## config.mk

```make
export PLATFORM = sky130hd
export DESIGN_NAME = lru_block_buffer_pool_flat
export DESIGN_NICKNAME = d
export VERILOG_FILES = /design/src/hw/rtl/lbbp_pkg.sv /design/src/hw/rtl/lbbp_if.sv /design/src/hw/rtl/lru_block_buffer_pool.sv /design/src/hw/rtl/lbbp_cell.sv /design/src/hw/rtl/lbbp_ctrl.sv /design/src/flat_wrapper.sv
export SDC_FILE = /design/constraint.sdc
export NUM_CORES = 1
export LEC_CHECK = 0
export ABC_AREA = 1
export BUFFER_PORTS_ARGS = -buffer_cell sky130_fd_sc_hd__buf_2
export CAP_MARGIN = 20
export CORE_MARGIN = 2
export CORE_UTILIZATION = 40
export DETAILED_ROUTE_END_ITERATION = 12
export GPL_TIMING_DRIVEN = 0
export SLEW_MARGIN = 20
export SYNTH_ARGS = -nofsm -noshare
export SYNTH_HDL_FRONTEND = slang
export SYNTH_SLANG_ARGS = --single-unit
```

## constraint.sdc

```tcl
create_clock -name clk_i -period 9.9 [get_ports clk_i]
set_input_delay 0.495 -clock clk_i [delete_from_list [all_inputs] [get_ports clk_i]]
set_output_delay 0.495 -clock clk_i [all_outputs]
set_load 0.01 [all_outputs]
```

## src/hw/rtl/lbbp_pkg.sv

```systemverilog
// ----------------------------------------------------------------------------
// LRU block buffer pool package
// Sizes, command codes and shared types of the block buffer pool.
// ----------------------------------------------------------------------------
package lbbp_pkg;

  localparam int unsigned SLOTS        = 16;
  localparam int unsigned BLOCK_BITS   = 32;
  localparam int unsigned MAX_PREFETCH = 64;

  localparam int unsigned CNT_W   = $clog2(SLOTS + 1);
  localparam int unsigned CMD_W   = 2;
  localparam int unsigned LEN_W   = 7;
  localparam int unsigned CFG_W   = 5;
  localparam int unsigned FILL_W  = 5;
  localparam int unsigned TOTAL_W = 32;

  localparam logic [CFG_W-1:0] CAP_RESET = CFG_W'(16);

  typedef enum logic [CMD_W-1:0] {
    CMD_LOOKUP   = 2'd0,
    CMD_INSERT   = 2'd1,
    CMD_PREFETCH = 2'd2
  } cmd_e;

  typedef struct packed {
    logic                  en;
    logic [BLOCK_BITS-1:0] key;
  } cell_op_t;

  typedef struct packed {
    logic                  en;
    logic                  insert;
    logic [BLOCK_BITS-1:0] key;
    logic [CNT_W-1:0]      miss_slot;
  } ctrl_op_t;

endpackage

```

## src/hw/rtl/lbbp_if.sv

```systemverilog
// ----------------------------------------------------------------------------
// LRU block buffer pool channels
// Request, response and configuration channels with valid/ready handshake.
// ----------------------------------------------------------------------------
interface lbbp_req_if import lbbp_pkg::*; ();
  logic                  valid;
  logic                  ready;
  logic [CMD_W-1:0]      command;
  logic [BLOCK_BITS-1:0] block_number;
  logic [LEN_W-1:0]      range_length;

  modport source (output valid, command, block_number, range_length, input ready);
  modport sink (input valid, command, block_number, range_length, output ready);
endinterface

interface lbbp_rsp_if import lbbp_pkg::*; ();
  logic               valid;
  logic               ready;
  logic               found;
  logic [FILL_W-1:0]  filled_count;
  logic [TOTAL_W-1:0] hit_total;
  logic [TOTAL_W-1:0] miss_total;

  modport source (output valid, found, filled_count, hit_total, miss_total, input ready);
  modport sink (input valid, found, filled_count, hit_total, miss_total, output ready);
endinterface

interface lbbp_cfg_if import lbbp_pkg::*; ();
  logic             valid;
  logic             ready;
  logic [CFG_W-1:0] capacity_in_use;

  modport source (output valid, capacity_in_use, input ready);
  modport sink (input valid, capacity_in_use, output ready);
endinterface

```

## src/hw/rtl/lru_block_buffer_pool.sv

```systemverilog
// ----------------------------------------------------------------------------
// LRU block buffer pool
// Fully associative pool of block numbers with least-recently-used
// replacement, kept as a row of cells ordered from most to least recent.
//
//   channel  direction  beat
//   req_i    in         command, block_number, range_length
//   rsp_o    out        found, filled_count, hit_total, miss_total
//   cfg_i    in         capacity_in_use
//
// On a lookup or insert all cells compare the key at once and the row
// shifts by one position up to the hit or victim cell.
// A prefetch of n blocks passes one insert through the cell row per cycle
// (none when n is zero); the next request waits until it is done.
// A result waits in an output register; a new request is taken in the cycle
// that register drains. Reset clears occupancy and counters at once and sets
// the capacity to 16.
// ----------------------------------------------------------------------------
module lru_block_buffer_pool import lbbp_pkg::*; (
  input  logic        clk_i,
  input  logic        rst_ni,
  lbbp_req_if.sink    req_i,
  lbbp_rsp_if.source  rsp_o,
  lbbp_cfg_if.sink    cfg_i
);

  ctrl_op_t              op;
  cell_op_t              cell_op;
  logic [CNT_W-1:0]      occ;
  logic [SLOTS-1:0]      match;
  logic [SLOTS:0]        take;
  logic [BLOCK_BITS-1:0] block [SLOTS];
  logic                  any_hit;

  lbbp_ctrl u_ctrl (
    .clk_i     (clk_i),
    .rst_ni    (rst_ni),
    .req_i     (req_i),
    .rsp_o     (rsp_o),
    .cfg_i     (cfg_i),
    .any_hit_i (any_hit),
    .occ_o     (occ),
    .op_o      (op)
  );

  assign cell_op.en  = op.en;
  assign cell_op.key = op.key;
  assign any_hit     = |match;
  assign take[SLOTS] = 1'b0;

  for (genvar j = 0; j < SLOTS; j++) begin : g_cell
    logic [BLOCK_BITS-1:0] shift_in;
    logic                  boundary;

    if (j == 0) begin : g_head
      assign shift_in = op.key;
    end else begin : g_body
      assign shift_in = block[j-1];
    end

    assign boundary = op.insert && !any_hit && (op.miss_slot == CNT_W'(j));

    lbbp_cell u_cell (
      .clk_i      (clk_i),
      .op_i       (cell_op),
      .valid_i    (CNT_W'(j) < occ),
      .shift_i    (shift_in),
      .take_i     (take[j+1]),
      .boundary_i (boundary),
      .match_o    (match[j]),
      .take_o     (take[j]),
      .block_o    (block[j])
    );
  end

endmodule

```

## src/hw/rtl/lbbp_cell.sv

```systemverilog
// ----------------------------------------------------------------------------
// LRU block buffer pool cell
// One recency position: holds a block, compares it with the key and takes
// the block of its more recent neighbor when the shift reaches it.
// ----------------------------------------------------------------------------
module lbbp_cell import lbbp_pkg::*; (
  input  logic                  clk_i,
  input  cell_op_t              op_i,
  input  logic                  valid_i,
  input  logic [BLOCK_BITS-1:0] shift_i,
  input  logic                  take_i,
  input  logic                  boundary_i,
  output logic                  match_o,
  output logic                  take_o,
  output logic [BLOCK_BITS-1:0] block_o
);

  logic [BLOCK_BITS-1:0] block_q;

  assign match_o = valid_i & (block_q == op_i.key);
  assign take_o  = take_i | match_o | boundary_i;
  assign block_o = block_q;

  always_ff @(posedge clk_i) begin
    if (op_i.en && take_o) begin
      block_q <= shift_i;
    end
  end

endmodule

```

## src/hw/rtl/lbbp_ctrl.sv

```systemverilog
// ----------------------------------------------------------------------------
// LRU block buffer pool control
// Handshakes, capacity register, occupancy, counters and prefetch sequencing.
// ----------------------------------------------------------------------------
module lbbp_ctrl import lbbp_pkg::*; (
  input  logic              clk_i,
  input  logic              rst_ni,
  lbbp_req_if.sink          req_i,
  lbbp_rsp_if.source        rsp_o,
  lbbp_cfg_if.sink          cfg_i,
  input  logic              any_hit_i,
  output logic [CNT_W-1:0]  occ_o,
  output ctrl_op_t          op_o
);

  logic                  busy_q, busy_d;
  logic [LEN_W-1:0]      remain_q, remain_d;
  logic [BLOCK_BITS-1:0] next_q, next_d;
  logic [CNT_W-1:0]      occ_q, occ_d;
  logic [TOTAL_W-1:0]    hit_q, hit_d;
  logic [TOTAL_W-1:0]    miss_q, miss_d;
  logic [CFG_W-1:0]      cap_q;
  logic                  rsp_valid_q, rsp_valid_d;
  logic                  found_q, found_d;
  logic [FILL_W-1:0]     filled_q;
  logic [TOTAL_W-1:0]    hit_out_q, miss_out_q;

  logic [CNT_W-1:0] eff_cap;
  logic             full;
  logic             req_fire;
  logic [LEN_W-1:0] len_c;
  logic             is_lookup, is_insert, is_prefetch, long_prefetch;
  logic             rsp_load;
  logic             add_new;

  assign cfg_i.ready = 1'b1;

  always_comb begin
    if (cap_q == '0) begin
      eff_cap = CNT_W'(1);
    end else if (32'(cap_q) > SLOTS) begin
      eff_cap = CNT_W'(SLOTS);
    end else begin
      eff_cap = CNT_W'(cap_q);
    end
  end

  assign full        = occ_q >= eff_cap;
  assign req_i.ready = !busy_q && (!rsp_valid_q || rsp_o.ready);
  assign req_fire    = req_i.valid && req_i.ready;

  assign is_lookup   = req_i.command == CMD_LOOKUP;
  assign is_insert   = req_i.command == CMD_INSERT;
  assign is_prefetch = req_i.command == CMD_PREFETCH;
  assign len_c       = (32'(req_i.range_length) > MAX_PREFETCH) ? LEN_W'(MAX_PREFETCH)
                                                                 : req_i.range_length;
  assign long_prefetch = is_prefetch && (len_c > LEN_W'(1));

  always_comb begin
    op_o.en        = 1'b0;
    op_o.insert    = 1'b0;
    op_o.key       = req_i.block_number;
    op_o.miss_slot = full ? occ_q - CNT_W'(1) : occ_q;
    if (busy_q) begin
      op_o.en     = 1'b1;
      op_o.insert = 1'b1;
      op_o.key    = next_q;
    end else if (req_fire) begin
      case (req_i.command)
        CMD_LOOKUP: begin
          op_o.en = 1'b1;
        end
        CMD_INSERT: begin
          op_o.en     = 1'b1;
          op_o.insert = 1'b1;
        end
        CMD_PREFETCH: begin
          op_o.en     = len_c != '0;
          op_o.insert = 1'b1;
        end
        default: begin
          op_o.en = 1'b0;
        end
      endcase
    end
  end

  assign add_new = op_o.en && op_o.insert && !any_hit_i && !full;
  assign occ_d   = occ_q + CNT_W'(add_new);
  assign occ_o   = occ_q;

  always_comb begin
    hit_d  = hit_q;
    miss_d = miss_q;
    if (req_fire && is_lookup) begin
      if (any_hit_i) begin
        if (hit_q != '1) begin
          hit_d = hit_q + TOTAL_W'(1);
        end
      end else if (miss_q != '1) begin
        miss_d = miss_q + TOTAL_W'(1);
      end
    end
  end

  always_comb begin
    busy_d   = busy_q;
    remain_d = remain_q;
    next_d   = next_q;
    rsp_load = 1'b0;
    found_d  = 1'b0;
    if (busy_q) begin
      next_d   = next_q + BLOCK_BITS'(1);
      remain_d = remain_q - LEN_W'(1);
      if (remain_q == LEN_W'(1)) begin
        busy_d   = 1'b0;
        rsp_load = 1'b1;
      end
    end else if (req_fire) begin
      if (long_prefetch) begin
        busy_d   = 1'b1;
        remain_d = len_c - LEN_W'(1);
        next_d   = req_i.block_number + BLOCK_BITS'(1);
      end else begin
        rsp_load = 1'b1;
        found_d  = (is_lookup || is_insert) && any_hit_i;
      end
    end
  end

  always_comb begin
    if (rsp_load) begin
      rsp_valid_d = 1'b1;
    end else if (rsp_o.ready) begin
      rsp_valid_d = 1'b0;
    end else begin
      rsp_valid_d = rsp_valid_q;
    end
  end

  always_ff @(posedge clk_i or negedge rst_ni) begin
    if (!rst_ni) begin
      busy_q      <= 1'b0;
      remain_q    <= '0;
      next_q      <= '0;
      occ_q       <= '0;
      hit_q       <= '0;
      miss_q      <= '0;
      cap_q       <= CAP_RESET;
      rsp_valid_q <= 1'b0;
    end else begin
      busy_q      <= busy_d;
      remain_q    <= remain_d;
      next_q      <= next_d;
      occ_q       <= occ_d;
      hit_q       <= hit_d;
      miss_q      <= miss_d;
      rsp_valid_q <= rsp_valid_d;
      if (cfg_i.valid && cfg_i.ready) begin
        cap_q <= cfg_i.capacity_in_use;
      end
    end
  end

  always_ff @(posedge clk_i) begin
    if (rsp_load) begin
      found_q    <= found_d;
      filled_q   <= FILL_W'(occ_d);
      hit_out_q  <= hit_d;
      miss_out_q <= miss_d;
    end
  end

  assign rsp_o.valid        = rsp_valid_q;
  assign rsp_o.found        = found_q;
  assign rsp_o.filled_count = filled_q;
  assign rsp_o.hit_total    = hit_out_q;
  assign rsp_o.miss_total   = miss_out_q;

endmodule

```

## src/flat_wrapper.sv

```systemverilog
// flat-port wrapper written by rule: the top's interface ports become plain ports
module lru_block_buffer_pool_flat import lbbp_pkg::*;
  (clk_i, rst_ni, req_i_valid, req_i_command, req_i_block_number, req_i_range_length, req_i_ready, rsp_o_valid, rsp_o_found, rsp_o_filled_count, rsp_o_hit_total, rsp_o_miss_total, rsp_o_ready, cfg_i_valid, cfg_i_capacity_in_use, cfg_i_ready);
  lbbp_req_if req_i_i ();
  lbbp_rsp_if rsp_o_i ();
  lbbp_cfg_if cfg_i_i ();
  input  logic clk_i;
  input  logic rst_ni;
  input wire logic [$bits(req_i_i.valid)-1:0] req_i_valid;
  input wire logic [$bits(req_i_i.command)-1:0] req_i_command;
  input wire logic [$bits(req_i_i.block_number)-1:0] req_i_block_number;
  input wire logic [$bits(req_i_i.range_length)-1:0] req_i_range_length;
  output wire logic [$bits(req_i_i.ready)-1:0] req_i_ready;
  output wire logic [$bits(rsp_o_i.valid)-1:0] rsp_o_valid;
  output wire logic [$bits(rsp_o_i.found)-1:0] rsp_o_found;
  output wire logic [$bits(rsp_o_i.filled_count)-1:0] rsp_o_filled_count;
  output wire logic [$bits(rsp_o_i.hit_total)-1:0] rsp_o_hit_total;
  output wire logic [$bits(rsp_o_i.miss_total)-1:0] rsp_o_miss_total;
  input wire logic [$bits(rsp_o_i.ready)-1:0] rsp_o_ready;
  input wire logic [$bits(cfg_i_i.valid)-1:0] cfg_i_valid;
  input wire logic [$bits(cfg_i_i.capacity_in_use)-1:0] cfg_i_capacity_in_use;
  output wire logic [$bits(cfg_i_i.ready)-1:0] cfg_i_ready;
  assign req_i_i.valid = req_i_valid;
  assign req_i_i.command = req_i_command;
  assign req_i_i.block_number = req_i_block_number;
  assign req_i_i.range_length = req_i_range_length;
  assign req_i_ready = req_i_i.ready;
  assign rsp_o_valid = rsp_o_i.valid;
  assign rsp_o_found = rsp_o_i.found;
  assign rsp_o_filled_count = rsp_o_i.filled_count;
  assign rsp_o_hit_total = rsp_o_i.hit_total;
  assign rsp_o_miss_total = rsp_o_i.miss_total;
  assign rsp_o_i.ready = rsp_o_ready;
  assign cfg_i_i.valid = cfg_i_valid;
  assign cfg_i_i.capacity_in_use = cfg_i_capacity_in_use;
  assign cfg_i_ready = cfg_i_i.ready;
  lru_block_buffer_pool u_core (.clk_i(clk_i), .rst_ni(rst_ni), .req_i(req_i_i), .rsp_o(rsp_o_i), .cfg_i(cfg_i_i));
endmodule
```

==> results.md <==
* Status: finished, final reports clean
* Area growth syn-to-layout at 14.1%
* CTS tree: yes
* Layout Nets at 5006
* Grt peak-use layer: met2
* Post-layout min period at 8.45 ns
* Final Hold Vio Count at 0
* Slowest stage delay, CP at between 0.7 and 0.8 ns
* Kind of critical path: reg2reg
* Commonest non-fill, non-tap cells in the layout: nand2_1, inv_1, edfxtp_1, nor2_1, nand3_1
* First-pass GRT wire length at 216000 um
* Number of remaining DRC errors at 0
* CTS Buffer Depth at 3
* Critical path data required time at between 10 and 15 ns
* Clock Skew at 0.0348 ns
* Global route overflow at 0
* Startpoint types: flip-flop
* Yosys top cell area share at 45.7%
* Final critical-path share of the clock period at 85.4%
* Die footprint at 98000 sq um
* Vias in the first global route at 30500
* CTS Root Cell: clkbuf_16
* Initial antenna violation count at 7
* Asr flop ratio synth at 16.5%
* Hold slack at 0.0627 ns
* Synthesized cell area at 38200 sq um
* Core Area at between 90000 and 100000 sq um
* Die Height at 313 um
* Drt pass-1 iters at 6
* CP bufs+invs at 3
* Synthesized Nets at 4783
* Routability cong. at 1.04
* Top cells by area, synth: edfxtp_1, nand2_1, dfrtp_1, inv_1, nor2_1
* Worst hold path class: in2reg
* Final ANT Viol Nets at 0
* Post-synth EDFFs at ~580
* Total Routed Length at 157000 um
* M1 GR Usage at 41.2%
* Buffers added on ports at 121
* CTS sink count at 697
* Delay-heaviest family, CP: simple AND/OR/NAND/NOR gates
* Fin util at between 40% and 50%
* Main flop type after synthesis: edfxtp_1
* Most common cell after layout, fill and taps aside: nand2_1
* Worst skew pair latency at 0.68 ns
* Gate Count Post-Synth at 4711
* Clock transition at path regs at 0.06 ns
* Detail-routed via count per cell at 5.20
* Register area share after synthesis at 53.3%
* Met3 Use GR at 4.48%
* # Max-Cap Violations at 0
* RSZ-0062 raised after global routing: no
* Share of cells above drive strength 1 at under 10%
* Endpoints failing setup at 0
* Critical Path Sink Type: flip-flop
* Drt wl/cell at around 25 um
* CP Max Fanout at 12
* Die X-Extent at ~310 um
* Global Route Usage Sum at 31.6%
* Largest net degree at the start of global routing at 85
* CTS Buf Count at 83
* # H-tree levels at 3
* # rows at 113
* I/O pins at 124
* Post-synthesis area per instance at ~8.1 sq um
* Max frequency at roughly 120 MHz
* Via count at 32600
* Worst slew margin at between 20 and 30%
* Synth unique cells at 52
* FF+latch count, synth at 697
* Final TNS setup at 0 ns
* Iter 0 DRT Violations at 3974
* Max Slew Vio Count at 0
* CP max stage cell: dfrtp_1
* WP data arrival at 8.87 ns
* Top cell type by total area after synthesis: edfxtp_1
* Detailed placement HPWL at 128000 um
* Slew @ Worst Pin at 1.05 ns
* Ys Warns at 0
* Most frequent CP cell: nor2_1
* Starting density of the core at 40.3%
* Grt met2 use at 50.2%
==> cells in the mapped netlist (15+ instances only) <==
library cell  number
nand2_2           35
nor2_1           537
edfxtp_1         582
buf_6             16
nand3_1          212
nand3b_1          15
xor2_1           118
nand4_1           59
buf_2             43
o21ai_0          111
a21oi_1           34
ha_1              21
and2_1            17
xnor2_1           78
nor3_1            44
inv_1            666
dfrtp_1          114
buf_4             33
nand2_1         1839
==> stage by stage <==
stage,instances,area (sq um),setup slack [ns]
final,6266,43600,1.45
after floorplan,4711,38200,2.90
after global routing,6265,43600,1.18
after detailed placement,6113,40800,1.60
after global placement,6097,40400,-1.79
after CTS,6265,43600,1.61
==> worst reg2reg max path, cell delays in order (launching register included) <==
cell      delay, ns
dfrtp_1        0.75
clkinv_1       0.62
nand2_1        0.52
nor2_1         0.23
nand2_1        0.39
nand3_1        0.12
nor2_1         0.11
nand2_1        0.08
nor2_1         0.28
nand3_1        0.35
nand2_1        0.33
nor2_2         0.10
nand2_2        0.10
nor2_4         0.07
nand2_2        0.20
nor2_1         0.11
nor2_1         0.28
nand4_1        0.14
nand2_1        0.22
nand4_1        0.48
nor2_1         0.52
nand4_1        0.64
nor2_2         0.43
nand4_1        0.59
buf_6          0.39
buf_6          0.18
==> routing by layer <==
metal | vias to the layer above | wire length (um)
met1 | 15300 | 62300
li1 | 15200 | -
met4 | 4 | 10300
met3 | 399 | 13000
met2 | 1634 | 70900
met5 | - | 27
==> cell families after synthesis <==
| kind of cell | share of synthesized area (%) |
|---|---|
| AOI/OAI and AO/OA | 2.41 |
| xor gates and xnor gates | 4.49 |
| adders and majority gates | 0.687 |
| DFF | 53.3 |
| buffers and inverters | 8.65 |
| muxes | 0.118 |
| other | 0.00981 |
| and+or+nand+nor | 30.4 |
==> state kept, by name, indices dropped and copies added, names as in the netlist <==
name                              cells
u_core.u_ctrl.occ_o                   5
u_core.u_ctrl.rsp_o.valid             1
u_core.u_ctrl.busy_q                  1
u_core.u_ctrl.miss_q                 32
u_core.u_ctrl.remain_q                7
u_core.u_ctrl.rsp_o.miss_total       32
u_core.g_cell.u_cell.block_o        512
u_core.u_ctrl.rsp_o.filled_count      5
u_core.u_ctrl.next_q                 32
u_core.u_ctrl.rsp_o.found             1
u_core.u_ctrl.rsp_o.hit_total        32
u_core.u_ctrl.cap_q                   5
u_core.u_ctrl.hit_q                  32
==> area by class of cell <==
type	count	area, sq um
antenna	1	2.50
buffer	108	759
clock buffer	110	2290
clock inverter	41	522
fill	9292	51300
inverter	678	2540
multi-input combinational	3228	14600
sequential	697	20400
tap	1265	1580
timing repair buffer	138	938
==> repair_timing <==
| action | CTS | global route |
|---|---|---|
| hold buffers | 1 | 0 |
| buffers inserted | 0 | 0 |
| endpoints found under the hold margin | 31 | 0 |
| gates resized for setup | 0 | 0 |
==> path summary, 6_finish.rpt <==
| kind | slack [ns] | start | cells past startpoint | to |
|---|---|---|---|---|
| setup / recovery | 1.45 | u_core.u_ctrl.occ_o[4]$_DFF_PN0_ | 25 | u_core.g_cell[0].u_cell.block_o[8]$_DFFE_PP_ |
| hold / removal | 0.06 | cfg_i_capacity_in_use[4] | 3 | u_core.u_ctrl.cap_q[4]$_DFFE_PN1P_ |
| setup reg to reg | 1.45 | u_core.u_ctrl.occ_o[4]$_DFF_PN0_ | 25 | u_core.g_cell[0].u_cell.block_o[8]$_DFFE_PP_ |
| hold reg to reg | 0.45 | u_core.g_cell[3].u_cell.block_o[21]$_DFFE_PP_ | 0 | u_core.g_cell[4].u_cell.block_o[21]$_DFFE_PP_ |
| max in group asynchronous | 8.80 | rst_ni | 3 | u_core.u_ctrl.next_q[2]$_DFFE_PN0P_ |
| min in group asynchronous | 0.29 | rst_ni | 2 | u_core.u_ctrl.miss_q[12]$_DFF_PN0_ |
Power is not shown: default switching activity piles up to over one toggle a cycle in this logic, so the estimate is an artifact.
